File: config.mk
export PLATFORM = sky130hd
export DESIGN_NAME = jacobi_symbol_unit
export DESIGN_NICKNAME = d
export VERILOG_FILES = /design/src/design/jsu_pkg.sv /design/src/design/jacobi_symbol_unit.sv /design/src/design/jsu_divmod.sv
export SDC_FILE = /design/constraint.sdc
export NUM_CORES = 1
export LEC_CHECK = 0
export BUFFER_PORTS_ARGS = -buffer_cell sky130_fd_sc_hd__buf_2
export CAP_MARGIN = 5
export CORE_ASPECT_RATIO = 1.4
export CORE_MARGIN = 5
export CORE_UTILIZATION = 56
export CTS_CLUSTER_SIZE = 28
export DETAILED_ROUTE_END_ITERATION = 8
export PLACE_DENSITY = 0.85
export SYNTH_ARGS = -nofsm -noshare
export SYNTH_HDL_FRONTEND = slang
export SYNTH_SLANG_ARGS = --single-unit
File: constraint.sdc
create_clock -name clk -period 3.3 [get_ports clk]
set_input_delay 0.495 -clock clk [delete_from_list [all_inputs] [get_ports clk]]
set_output_delay 0.495 -clock clk [all_outputs]
set_load 0.02 [all_outputs]
File: src/design/jsu_pkg.sv
// Shared types, constants and the control store of the Jacobi symbol unit.
// Used by jsu_divmod and jacobi_symbol_unit; depends on nothing else.
`default_nettype none

package jsu_pkg;

	// Operand width of the datapath; fields on the stream ports stay 64 bits.
	localparam int WIDTH  = 64;
	localparam int FieldW = 64;
	localparam int CntW   = $clog2(WIDTH);

	typedef logic [WIDTH-1:0] word_t;
	typedef logic [3:0]       pc_t;

	// Datapath operation carried out in a step.
	typedef enum logic [2:0] {
		OP_NONE,
		OP_ABS,
		OP_HALF,
		OP_RECIP,
		OP_WAIT,
		OP_FINISH,
		OP_BAD
	} op_t;

	// Branch condition tested on the registers before the step's operation.
	typedef enum logic [2:0] {
		C_NEVER,
		C_ALWAYS,
		C_BAD,
		C_M_LT2,
		C_M_ODD
	} cond_t;

	typedef struct packed {
		op_t   op;
		cond_t cond;
		pc_t   target;
	} ctrl_word_t;

	localparam pc_t PC_CHECK  = 4'd0;
	localparam pc_t PC_ABS    = 4'd1;
	localparam pc_t PC_LOOP   = 4'd2;
	localparam pc_t PC_PARITY = 4'd3;
	localparam pc_t PC_HALF   = 4'd4;
	localparam pc_t PC_RECIP  = 4'd5;
	localparam pc_t PC_WAIT   = 4'd6;
	localparam pc_t PC_FIN    = 4'd7;
	localparam pc_t PC_BAD    = 4'd8;

	// Symbol codes in two's complement.
	localparam logic [1:0] SymZero = 2'b00;
	localparam logic [1:0] SymPos  = 2'b01;
	localparam logic [1:0] SymNeg  = 2'b11;

	// The program. A step performs its operation, then jumps to its target
	// when the condition holds and otherwise falls through to the next step.
	function automatic ctrl_word_t ctrl_rom(input pc_t pc);
		ctrl_word_t cw;
		unique case (pc)
			PC_CHECK:  cw = '{op: OP_NONE,   cond: C_BAD,    target: PC_BAD};
			PC_ABS:    cw = '{op: OP_ABS,    cond: C_NEVER,  target: PC_CHECK};
			PC_LOOP:   cw = '{op: OP_NONE,   cond: C_M_LT2,  target: PC_FIN};
			PC_PARITY: cw = '{op: OP_NONE,   cond: C_M_ODD,  target: PC_RECIP};
			PC_HALF:   cw = '{op: OP_HALF,   cond: C_ALWAYS, target: PC_LOOP};
			PC_RECIP:  cw = '{op: OP_RECIP,  cond: C_NEVER,  target: PC_CHECK};
			PC_WAIT:   cw = '{op: OP_WAIT,   cond: C_ALWAYS, target: PC_LOOP};
			PC_FIN:    cw = '{op: OP_FINISH, cond: C_ALWAYS, target: PC_CHECK};
			PC_BAD:    cw = '{op: OP_BAD,    cond: C_ALWAYS, target: PC_CHECK};
			default:   cw = '{op: OP_BAD,    cond: C_ALWAYS, target: PC_CHECK};
		endcase
		return cw;
	endfunction

endpackage

`default_nettype wire

File: src/design/jacobi_symbol_unit.sv
// Top level of the Jacobi symbol unit: stream ports, microcoded sequencer and datapath.
// Depends on jsu_pkg (control store, types) and jsu_divmod (remainder unit).
`default_nettype none

// The unit takes one word holding a signed numerator m and an unsigned modulus n and
// returns one word with the Jacobi symbol (m/n) as -1, 0 or +1. A modulus that is even
// or below 3 gives symbol 0 with the bad-modulus flag raised in m_tuser. Only the low
// WIDTH bits of each input field are used. One item is in work at a time; a finished
// result waits in the output register while the next word is accepted. Timing is data
// dependent and set by the step sequencer and the one-bit-per-cycle remainder unit,
// which reduces n mod m in each reciprocity step; setup, finish and each factor of two
// removed from m add sequencer steps. A bad modulus finishes without entering the loop;
// otherwise the worst case is governed by the number of Euclidean steps.
module jacobi_symbol_unit (
	input  wire          clk,
	input  wire          arst_n,
	input  wire          s_tvalid,
	output logic         s_tready,
	input  wire  [127:0] s_tdata,   // [63:0] value_m, [127:64] modulus_n
	output logic         m_tvalid,
	input  wire          m_tready,
	output logic [7:0]   m_tdata,   // [1:0] symbol, [7:2] zero
	output logic         m_tuser    // [0] bad_modulus
);
	import jsu_pkg::*;

	// Sequencer state.
	logic        busy_q;
	pc_t         pc_q;
	ctrl_word_t  cw;
	logic        cond_true;
	logic        hold;

	// Datapath registers: m, n and the running sign of the symbol.
	word_t       m_q;
	word_t       n_q;
	logic        neg_q;

	// Output register.
	logic        out_valid_q;
	logic [1:0]  sym_q;
	logic        bad_q;

	// Remainder unit.
	logic        div_start;
	logic        div_done;
	word_t       div_rem;

	logic        out_free;
	logic        out_load;
	logic        n_is_one;

	assign cw       = ctrl_rom(pc_q);
	assign out_free = !out_valid_q || m_tready;
	assign n_is_one = (n_q == word_t'(1));

	// A final step loads the output register in this cycle.
	assign out_load = busy_q && out_free && (cw.op == OP_FINISH || cw.op == OP_BAD);

	always_comb begin
		unique case (cw.cond)
			C_NEVER:  cond_true = 1'b0;
			C_ALWAYS: cond_true = 1'b1;
			C_BAD:    cond_true = !n_q[0] || n_is_one;
			C_M_LT2:  cond_true = (m_q[WIDTH-1:1] == '0);
			C_M_ODD:  cond_true = m_q[0];
			default:  cond_true = 1'b0;
		endcase
	end

	// A step holds its place while the remainder unit works, and a final step holds
	// while the previous result still waits in the output register.
	always_comb begin
		unique case (cw.op)
			OP_WAIT:   hold = !div_done;
			OP_FINISH: hold = !out_free;
			OP_BAD:    hold = !out_free;
			default:   hold = 1'b0;
		endcase
	end

	assign div_start = busy_q && (cw.op == OP_RECIP);

	jsu_divmod u_divmod (
		.clk       (clk),
		.arst_n    (arst_n),
		.start     (div_start),
		.dividend  (n_q),
		.divisor   (m_q),
		.done      (div_done),
		.remainder (div_rem)
	);

	always_ff @(posedge clk or negedge arst_n) begin
		if (!arst_n) begin
			busy_q      <= 1'b0;
			pc_q        <= PC_CHECK;
			out_valid_q <= 1'b0;
			m_q         <= '0;
			n_q         <= '0;
			neg_q       <= 1'b0;
			sym_q       <= SymZero;
			bad_q       <= 1'b0;
		end else begin
			if (out_valid_q && m_tready && !out_load) begin
				out_valid_q <= 1'b0;
			end
			if (!busy_q) begin
				if (s_tvalid) begin
					m_q    <= s_tdata[WIDTH-1:0];
					n_q    <= s_tdata[FieldW +: WIDTH];
					neg_q  <= 1'b0;
					pc_q   <= PC_CHECK;
					busy_q <= 1'b1;
				end
			end else begin
				unique case (cw.op)
					OP_NONE: begin
					end
					OP_ABS: begin
						// Negation of the most negative value yields its exact magnitude.
						if (m_q[WIDTH-1]) begin
							m_q <= -m_q;
							if (n_q[1:0] == 2'b11) begin
								neg_q <= !neg_q;
							end
						end
					end
					OP_HALF: begin
						m_q <= m_q >> 1;
						if (n_q[2:0] == 3'd3 || n_q[2:0] == 3'd5) begin
							neg_q <= !neg_q;
						end
					end
					OP_RECIP: begin
						if (n_q[1:0] == 2'b11 && m_q[1:0] == 2'b11) begin
							neg_q <= !neg_q;
						end
					end
					OP_WAIT: begin
						if (div_done) begin
							n_q <= m_q;
							m_q <= div_rem;
						end
					end
					OP_FINISH: begin
						if (out_free) begin
							out_valid_q <= 1'b1;
							bad_q       <= 1'b0;
							if (m_q == '0) begin
								sym_q <= SymZero;
							end else if (neg_q) begin
								sym_q <= SymNeg;
							end else begin
								sym_q <= SymPos;
							end
							busy_q <= 1'b0;
						end
					end
					OP_BAD: begin
						if (out_free) begin
							out_valid_q <= 1'b1;
							bad_q       <= 1'b1;
							sym_q       <= SymZero;
							busy_q      <= 1'b0;
						end
					end
					default: begin
					end
				endcase
				if (!hold) begin
					pc_q <= cond_true ? cw.target : pc_q + pc_t'(1);
				end
			end
		end
	end

	assign s_tready = !busy_q;
	assign m_tvalid = out_valid_q;
	assign m_tdata  = {6'b0, sym_q};
	assign m_tuser  = bad_q;

	a_bad_zero: assert property (@(posedge clk) disable iff (!arst_n)
		out_valid_q && bad_q |-> sym_q == SymZero)
		else $error("bad modulus reported with nonzero symbol");

	a_sym_code: assert property (@(posedge clk) disable iff (!arst_n)
		out_valid_q |-> sym_q != 2'b10)
		else $error("symbol code out of range");

	a_n_odd: assert property (@(posedge clk) disable iff (!arst_n)
		busy_q && pc_q != PC_CHECK && pc_q != PC_BAD |-> n_q[0])
		else $error("modulus became even inside the loop");

	a_div_in_wait: assert property (@(posedge clk) disable iff (!arst_n)
		div_done |-> busy_q && pc_q == PC_WAIT)
		else $error("remainder finished outside the wait step");

endmodule

`default_nettype wire

File: src/design/jsu_divmod.sv
// Restoring radix-2 remainder unit: one quotient bit per cycle.
// Depends on jsu_pkg for the operand width.
`default_nettype none

module jsu_divmod (
	input  wire                  clk,
	input  wire                  arst_n,
	input  wire                  start,
	input  wire jsu_pkg::word_t  dividend,
	input  wire jsu_pkg::word_t  divisor,
	output logic                 done,
	output jsu_pkg::word_t       remainder
);
	import jsu_pkg::*;

	logic              busy_q;
	logic              done_q;
	logic [CntW-1:0]   cnt_q;
	word_t             rem_q;
	word_t             dq_q;
	word_t             d_q;
	logic [WIDTH:0]    rem_sh;
	logic [WIDTH:0]    rem_diff;

	always_comb begin
		rem_sh   = {rem_q, dq_q[WIDTH-1]};
		rem_diff = rem_sh - {1'b0, d_q};
	end

	always_ff @(posedge clk or negedge arst_n) begin
		if (!arst_n) begin
			busy_q <= 1'b0;
			done_q <= 1'b0;
			cnt_q  <= '0;
			rem_q  <= '0;
			dq_q   <= '0;
			d_q    <= '0;
		end else begin
			done_q <= 1'b0;
			if (start) begin
				busy_q <= 1'b1;
				cnt_q  <= '0;
				rem_q  <= '0;
				dq_q   <= dividend;
				d_q    <= divisor;
			end else if (busy_q) begin
				// The partial remainder stays below the divisor, so it fits WIDTH bits.
				if (!rem_diff[WIDTH]) begin
					rem_q <= rem_diff[WIDTH-1:0];
				end else begin
					rem_q <= rem_sh[WIDTH-1:0];
				end
				dq_q  <= {dq_q[WIDTH-2:0], 1'b0};
				cnt_q <= cnt_q + CntW'(1);
				if (cnt_q == CntW'(WIDTH - 1)) begin
					busy_q <= 1'b0;
					done_q <= 1'b1;
				end
			end
		end
	end

	assign done      = done_q;
	assign remainder = rem_q;

	a_start_idle: assert property (@(posedge clk) disable iff (!arst_n)
		start |-> !busy_q)
		else $error("remainder unit restarted while busy");

	a_rem_below: assert property (@(posedge clk) disable iff (!arst_n)
		done_q |-> (rem_q < d_q))
		else $error("remainder not below divisor");

endmodule

`default_nettype wire
# --- Word level (Yosys, flattened, before mapping) ---
# Memory sizes are Yosys's and may differ from the RTL's.
# Index checks and enable logic that the tools add are counted.
totals:
  regBits: 338
  mem_bits_ro: 160
  in_bits: 132
  word_cells: 128
  mem_count: 1
mem_list:
  columns: ["name", "depth", "width", "read_ports", "rd_clocked_by_memory_dff", "write_ports", "line", "text"]
  rows:
  - ["(name not given)", 16, 10, 1, 0, 0, "jsu_pkg.sv:60", "unique case (pc)"]
classes:
  n_addsub: 4
  eq_ne: 28
  mux: 51
  n_reduce_logical: 29
ops:
  columns: ["op", "n"]
  rows:
  - ["64-bit two-way mux", 13]
  - ["64-bit one-hot mux with 3 select lines", 1]
  - ["65-bit by 64-bit subtractor with 65-bit output", 1]
  - ["64-bit by 1-bit == test with 1-bit output, second input constant", 1]
  - ["64-bit zero test", 1]
  - ["64-bit negator", 1]
  - ["63-bit zero test", 1]
  - ["1-bit two-way mux", 22]
  - ["4-bit two-way mux", 4]
  - ["3-bit by 2-bit == test with 1-bit output, second input constant", 5]
  - ["3-bit == test, second input constant", 5]
  - ["6-bit two-way mux", 2]
  - ["3-bit != test, second input constant", 3]
  - ["2-bit two-way mux", 4]
  - ["4-bit by 1-bit != test with 1-bit output, second input constant", 2]
  - ["4-bit AND reduction", 2]
  - ["1-bit zero test", 7]
  - ["6-bit by 1-bit adder with 6-bit output, second input constant", 1]
  - ["3-bit by 1-bit == test with 1-bit output, second input constant", 2]
  - ["6-bit == test, second input constant", 1]
  - ["1-bit logical AND", 6]
  - ["2-bit != test, second input constant", 3]
  - ["3-bit by 2-bit != test with 1-bit output, second input constant", 2]
  - ["3-bit AND reduction", 2]
  - ["12 further kinds", 20]

# --- Depth between registers and ports, before layout ---
logic_depth:
  depth_word: 10
  mapped_depth: 15
  mapped_depth_nobuf: 13

# --- Cells and area by module ---
# From an unflattened synthesis, not the netlist that was laid out.
hier_totals:
  cells_unflattened: 2685
  area_unflattened_um2: 22278.9
modules_own_cells:
  columns: ["module", "n_inst", "cells_per_inst", "area_per_inst_um2"]
  rows:
  - ["jsu_divmod", 1, 1518, 12688.4]
  - ["jacobi_symbol_unit", 1, 1167, 9590.4]

# --- Worst setup path before layout ---
# OpenSTA, ideal clock, no wires.
synth_timing:
  path_type: "flip-flop to flip-flop"
  start: "reg u_divmod.rem_q[44], in the netlist u_divmod.remainder[44]"
  end: "reg u_divmod.rem_q[61], in the netlist u_divmod.remainder[61]"
  setup_ns: 0.133
  arrival_ns: 3.208
  t_required_ns: 3.167
  slack_ns: -0.041
  path_stages_with_launch: 14
  n_path_buf: 3
  path_cell_list: "dfrtp_1 ha_1 clkbuf_1 nand4_1 or4_1 or4_1 o22ai_1 nor4bb_1 o211ai_2 buf_2 buf_2 nand3b_1 o211ai_1 a21oi_1"
synth_via:
  elab_chain_len: 4
synth_rtl:
  columns: ["item", "line", "text"]
  rows:
  - ["start: declaration", "jsu_divmod.sv:19", "word_t rem_q;"]
  - ["start signal: assignment", "jsu_divmod.sv:49", "rem_q <= rem_diff[WIDTH-1:0];"]
  - ["start signal: assignment", "jsu_divmod.sv:51", "rem_q <= rem_sh[WIDTH-1:0];"]
  - ["65-bit by 64-bit subtractor with 65-bit output", "jsu_divmod.sv:27", "rem_diff = rem_sh - {1'b0, d_q};"]
  - ["64-bit two-way mux", "jsu_divmod.sv:48", "if (!rem_diff[WIDTH]) begin"]
  - ["64-bit two-way mux", "jsu_divmod.sv:46", "end else if (busy_q) begin"]
  - ["64-bit two-way mux", "jsu_divmod.sv:40", "if (start) begin"]
# No other way between the ends. The select of a mux whose other input is x is not followed.
# A chain may end at the register's enable or synchronous reset.

# --- Final worst setup path ---
layout_timing:
  start: "reg u_divmod.d_q[0]"
  end: "reg u_divmod.rem_q[22], in the netlist u_divmod.remainder[22]"
layout_via:
  elab_chain_len: 4
layout_rtl:
  columns: ["item", "line", "text"]
  rows:
  - ["start: declaration", "jsu_divmod.sv:21", "word_t d_q;"]
  - ["start signal: assignment", "jsu_divmod.sv:45", "d_q <= divisor;"]
  - ["65-bit by 64-bit subtractor with 65-bit output", "jsu_divmod.sv:27", null]
  - ["64-bit two-way mux", "jsu_divmod.sv:48", null]
  - ["64-bit two-way mux", "jsu_divmod.sv:46", null]
  - ["64-bit two-way mux", "jsu_divmod.sv:40", null]
# No other way between the ends. The select of a mux whose other input is x is not followed.

==> metrics.txt <==
area leader, netlist dfrtp_1; gp weighted congestion 0.993; max cap viols 0; placed cell count 3,417; CTS tree done; antenna diode count 0; beginning of the worst register-to-register path u_divmod.d_q[0]; overall die area 43,500 µm²; critical path fanouts, max 5; part of the cycle the worst path needs 1.06; share of layout cells above drive strength 1 0.242; Core Footprint 39,200 µm²; hold violation count in the final report 0; nature of the critical path endpoint flop; Skew-Pair Late Insertion Delay 0.54 ns; most instantiated flip-flop cell in the synthesis netlist dfrtp_1; Total Routing Usage GR 0.332; clk buf depth 3; cells after synthesis 2,652; number of port buffers 136; relative area change from synthesis to final layout 25.6%; post-layout util 0.707; synth unique cells 84; worst slew pin tran 1.04 ns; data arrival at the endpoint of the critical path 3.95 ns; sum of net half-perimeters after detailed placement 53,800 µm; initial antenna violation count 0; setup slack at placement -0.265 ns; final critical path time including I/O delays and setup 3.49 ns; worst stage delay on the critical path 0.38 ns; Async SR Flop Fraction 1.00; floorplan row count 86; critical path's slowest cell dfrtp_1; global-route wire length before repair 117,000 µm; number of clock sinks 338; Min-Delay Path Class in2reg; cell count of the worst reg-to-reg path 16; setup repair after global routing missed its margin true; CTS buffer count 35; share of Yosys cell area claimed by the top area cell type 0.384; result of the run complete, but fails checks; maximum level of the CTS H-tree 2; Die X 178 µm; starting DRC count in detailed routing 2,769; fin worst setup slack -0.193 ns; worst reg2reg path endpoint u_divmod.remainder[22]; count of non-filler cells in the finished layout 3,518; maximum number of pins on one net before global-route repair 186; library cell appearing most often on the critical path o2111ai_2; most common library cell in the layout ignoring fill and taps dfrtp_1; maximum clock skew at final layout 0.0173 ns; number of nets in the layout 3,170; grt ovf 0; routed wire length 77,100 µm; largest cells by area after synthesis dfrtp_1, mux2i_1, o21ai_0, nand2_1, a21oi_1; drt first pass iters 6; remaining antenna violation count 0; failing checks negative setup slack; clock transition at the registers of the reported paths 0.06 ns; worst slew margin relative to its limit 0.303; worst path cell trace ha_1 > buf_4 > fa_2 > nor2b_2 > o2111ai_2 > a21oi_2 > o2111ai_2 > nor4bb_4 > o211ai_4 > buf_12 > clkbuf_16 > buf_8 > nand2_2 > o211ai_1 > o21ai_1 > nor2_1; critical path required time 3.75 ns; share of synthesized area occupied by flip-flops and latches 0.384; Critical Setup Path Class reg2reg; maximum clock rate 286 MHz; number of remaining DRC errors 0; Avg Synthesized Cell Area 8.31 µm²; setup violation total in the final timing report 56; routed vias 22,700; EDFF count, synth 0; max-slew violation total from the final report 0; Via-to-Cell Ratio 6.44; number of synthesized register bits 338; Worst Min Path Start s_tdata[11]; Setup crit start kind flop; IO Pins 143; Routed WL per cell 21.9 µm; initial core utilization 0.563; overall die height 245 µm; number of instances on the worst hold path 3; number of global-route vias before repair 22,000; cell area after synthesis 22,000 µm²; Hold EP m_q[11]; setup slack on the worst flop-to-flop path -0.19 ns; Clock Root Buffer clkbuf_16; Yosys warning total 0; commonest non-fill, non-tap cells in the layout dfrtp_1, o21ai_0, buf_4
==> cells by family after synthesis <==
logic type | after synthesis | synth area share
buffers and inverters | 306 | 0.0541
flip-flops | 338 | 0.384
AO/OA/AOI/OAI | 800 | 0.216
other | 1 | 0.000170
multiplexers | 208 | 0.0951
adder cells (fa/ha/maj) | 74 | 0.0423
AND/OR/NAND/NOR | 847 | 0.178
XOR/XNOR | 78 | 0.0310
==> per-stage QoR <==
| step | instance area [µm²] | TNS, ns | hold WS (ns) |
|---|---|---|---|
| 3_5_place_dp | 25100 | -8.37 | 0.497 |
| 5_1_grt | 27700 | -8.13 | 0.237 |
| 2_1_floorplan | 22100 | 0 | 0.199 |
| 6_report | 27700 | -4.88 | 0.236 |
| 3_3_place_gp | 25100 | -2.63 | 0.473 |
| 4_1_cts | 26800 | -0.321 | 0.216 |
==> sequential cells by signal, indices dropped and copies added, names as in the netlist, 2 cells and up <==
name,cells
m_q,64
sym_q,2
pc_q,4
u_divmod.remainder,64
u_divmod.d_q,64
n_q,64
u_divmod.cnt_q,6
u_divmod.dq_q,64
==> critical path: cells and delay by family, from the launching register on <==
| family | cells | cell delay, ns |
|---|---|---|
| buffers and inverters | 4 | 0.56 |
| and+or+nand+nor | 4 | 0.62 |
| adders and majority gates | 2 | 0.61 |
| DFF | 1 | 0.38 |
| AOI/OAI and AO/OA | 6 | 1.24 |
==> metal layers <==
metal / track usage / part of all wire / vias to the layer above
li1: - / - / 10100
met1: 0.431 / 0.37 / 10800
met2: 0.530 / 0.47 / 1394
met3: 0.0516 / 0.091 / 374
met4: 0.186 / 0.070 / 0
met5: 0 / 0 / -
==> synth_stat cells (all sizes together), types with 3 or more instances <==
cell / count
a211oi: 44
or2: 4
a21oi: 196
nand2: 312
nor2: 262
o2111ai: 8
a21o: 24
and3: 8
a2111oi: 4
o41ai: 3
a31oi: 27
a221o: 5
o21ai: 349
mux2i: 197
clkbuf: 189
nor2b: 13
nand4: 31
o221ai: 27
or3: 14
o31ai: 31
dfrtp: 338
o21bai: 15
a311oi: 4
or4: 13
nand2b: 10
nor4b: 4
nor3: 70
o211ai: 15
xnor2: 41
nor3b: 5
ha: 73
and4: 9
buf: 23
nand3b: 4
xor2: 37
inv: 94
and2: 8
o211a: 8
mux2: 11
a221oi: 6
nor4: 44
nand3: 29
o21a: 8
==> timing repair <==
item	in CTS	in global routing
hold buffers	1	0
setup endpoints to repair	68	75
pin swaps	14	70
gates cloned	1	6
resized for setup	70	155
endpoints found under the hold margin	4	0
setup buffers	18	14
==> final cells by class <==
cell class	instances	area, µm²
Inverter	94	353
Multi-Input combinational cell	2013	13300
Fill cell	2825	11500
Tap cell	528	661
Clock inverter	13	213
Sequential cell	338	8470
Clock buffer	50	1010
Timing Repair Buffer	482	3700
==> worst max-delay path by stage <==
stage                                 startpoint                      to  slack (ns)  cells past startpoint
final                            u_divmod.d_q[0]  u_divmod.remainder[22]       -0.19                     16
after global routing             u_divmod.d_q[0]  u_divmod.remainder[17]       -0.21                     14
after CTS                 u_divmod.remainder[49]  u_divmod.remainder[33]       -0.05                     12
after detailed placement   u_divmod.remainder[7]   u_divmod.remainder[2]       -0.27                     13
after global placement     u_divmod.remainder[0]  u_divmod.remainder[47]       -0.13                     14
after floorplan           u_divmod.remainder[53]  u_divmod.remainder[61]        0.01                     13
Power is not shown: default switching activity piles up to over one toggle a cycle in this logic, so the estimate is an artifact.
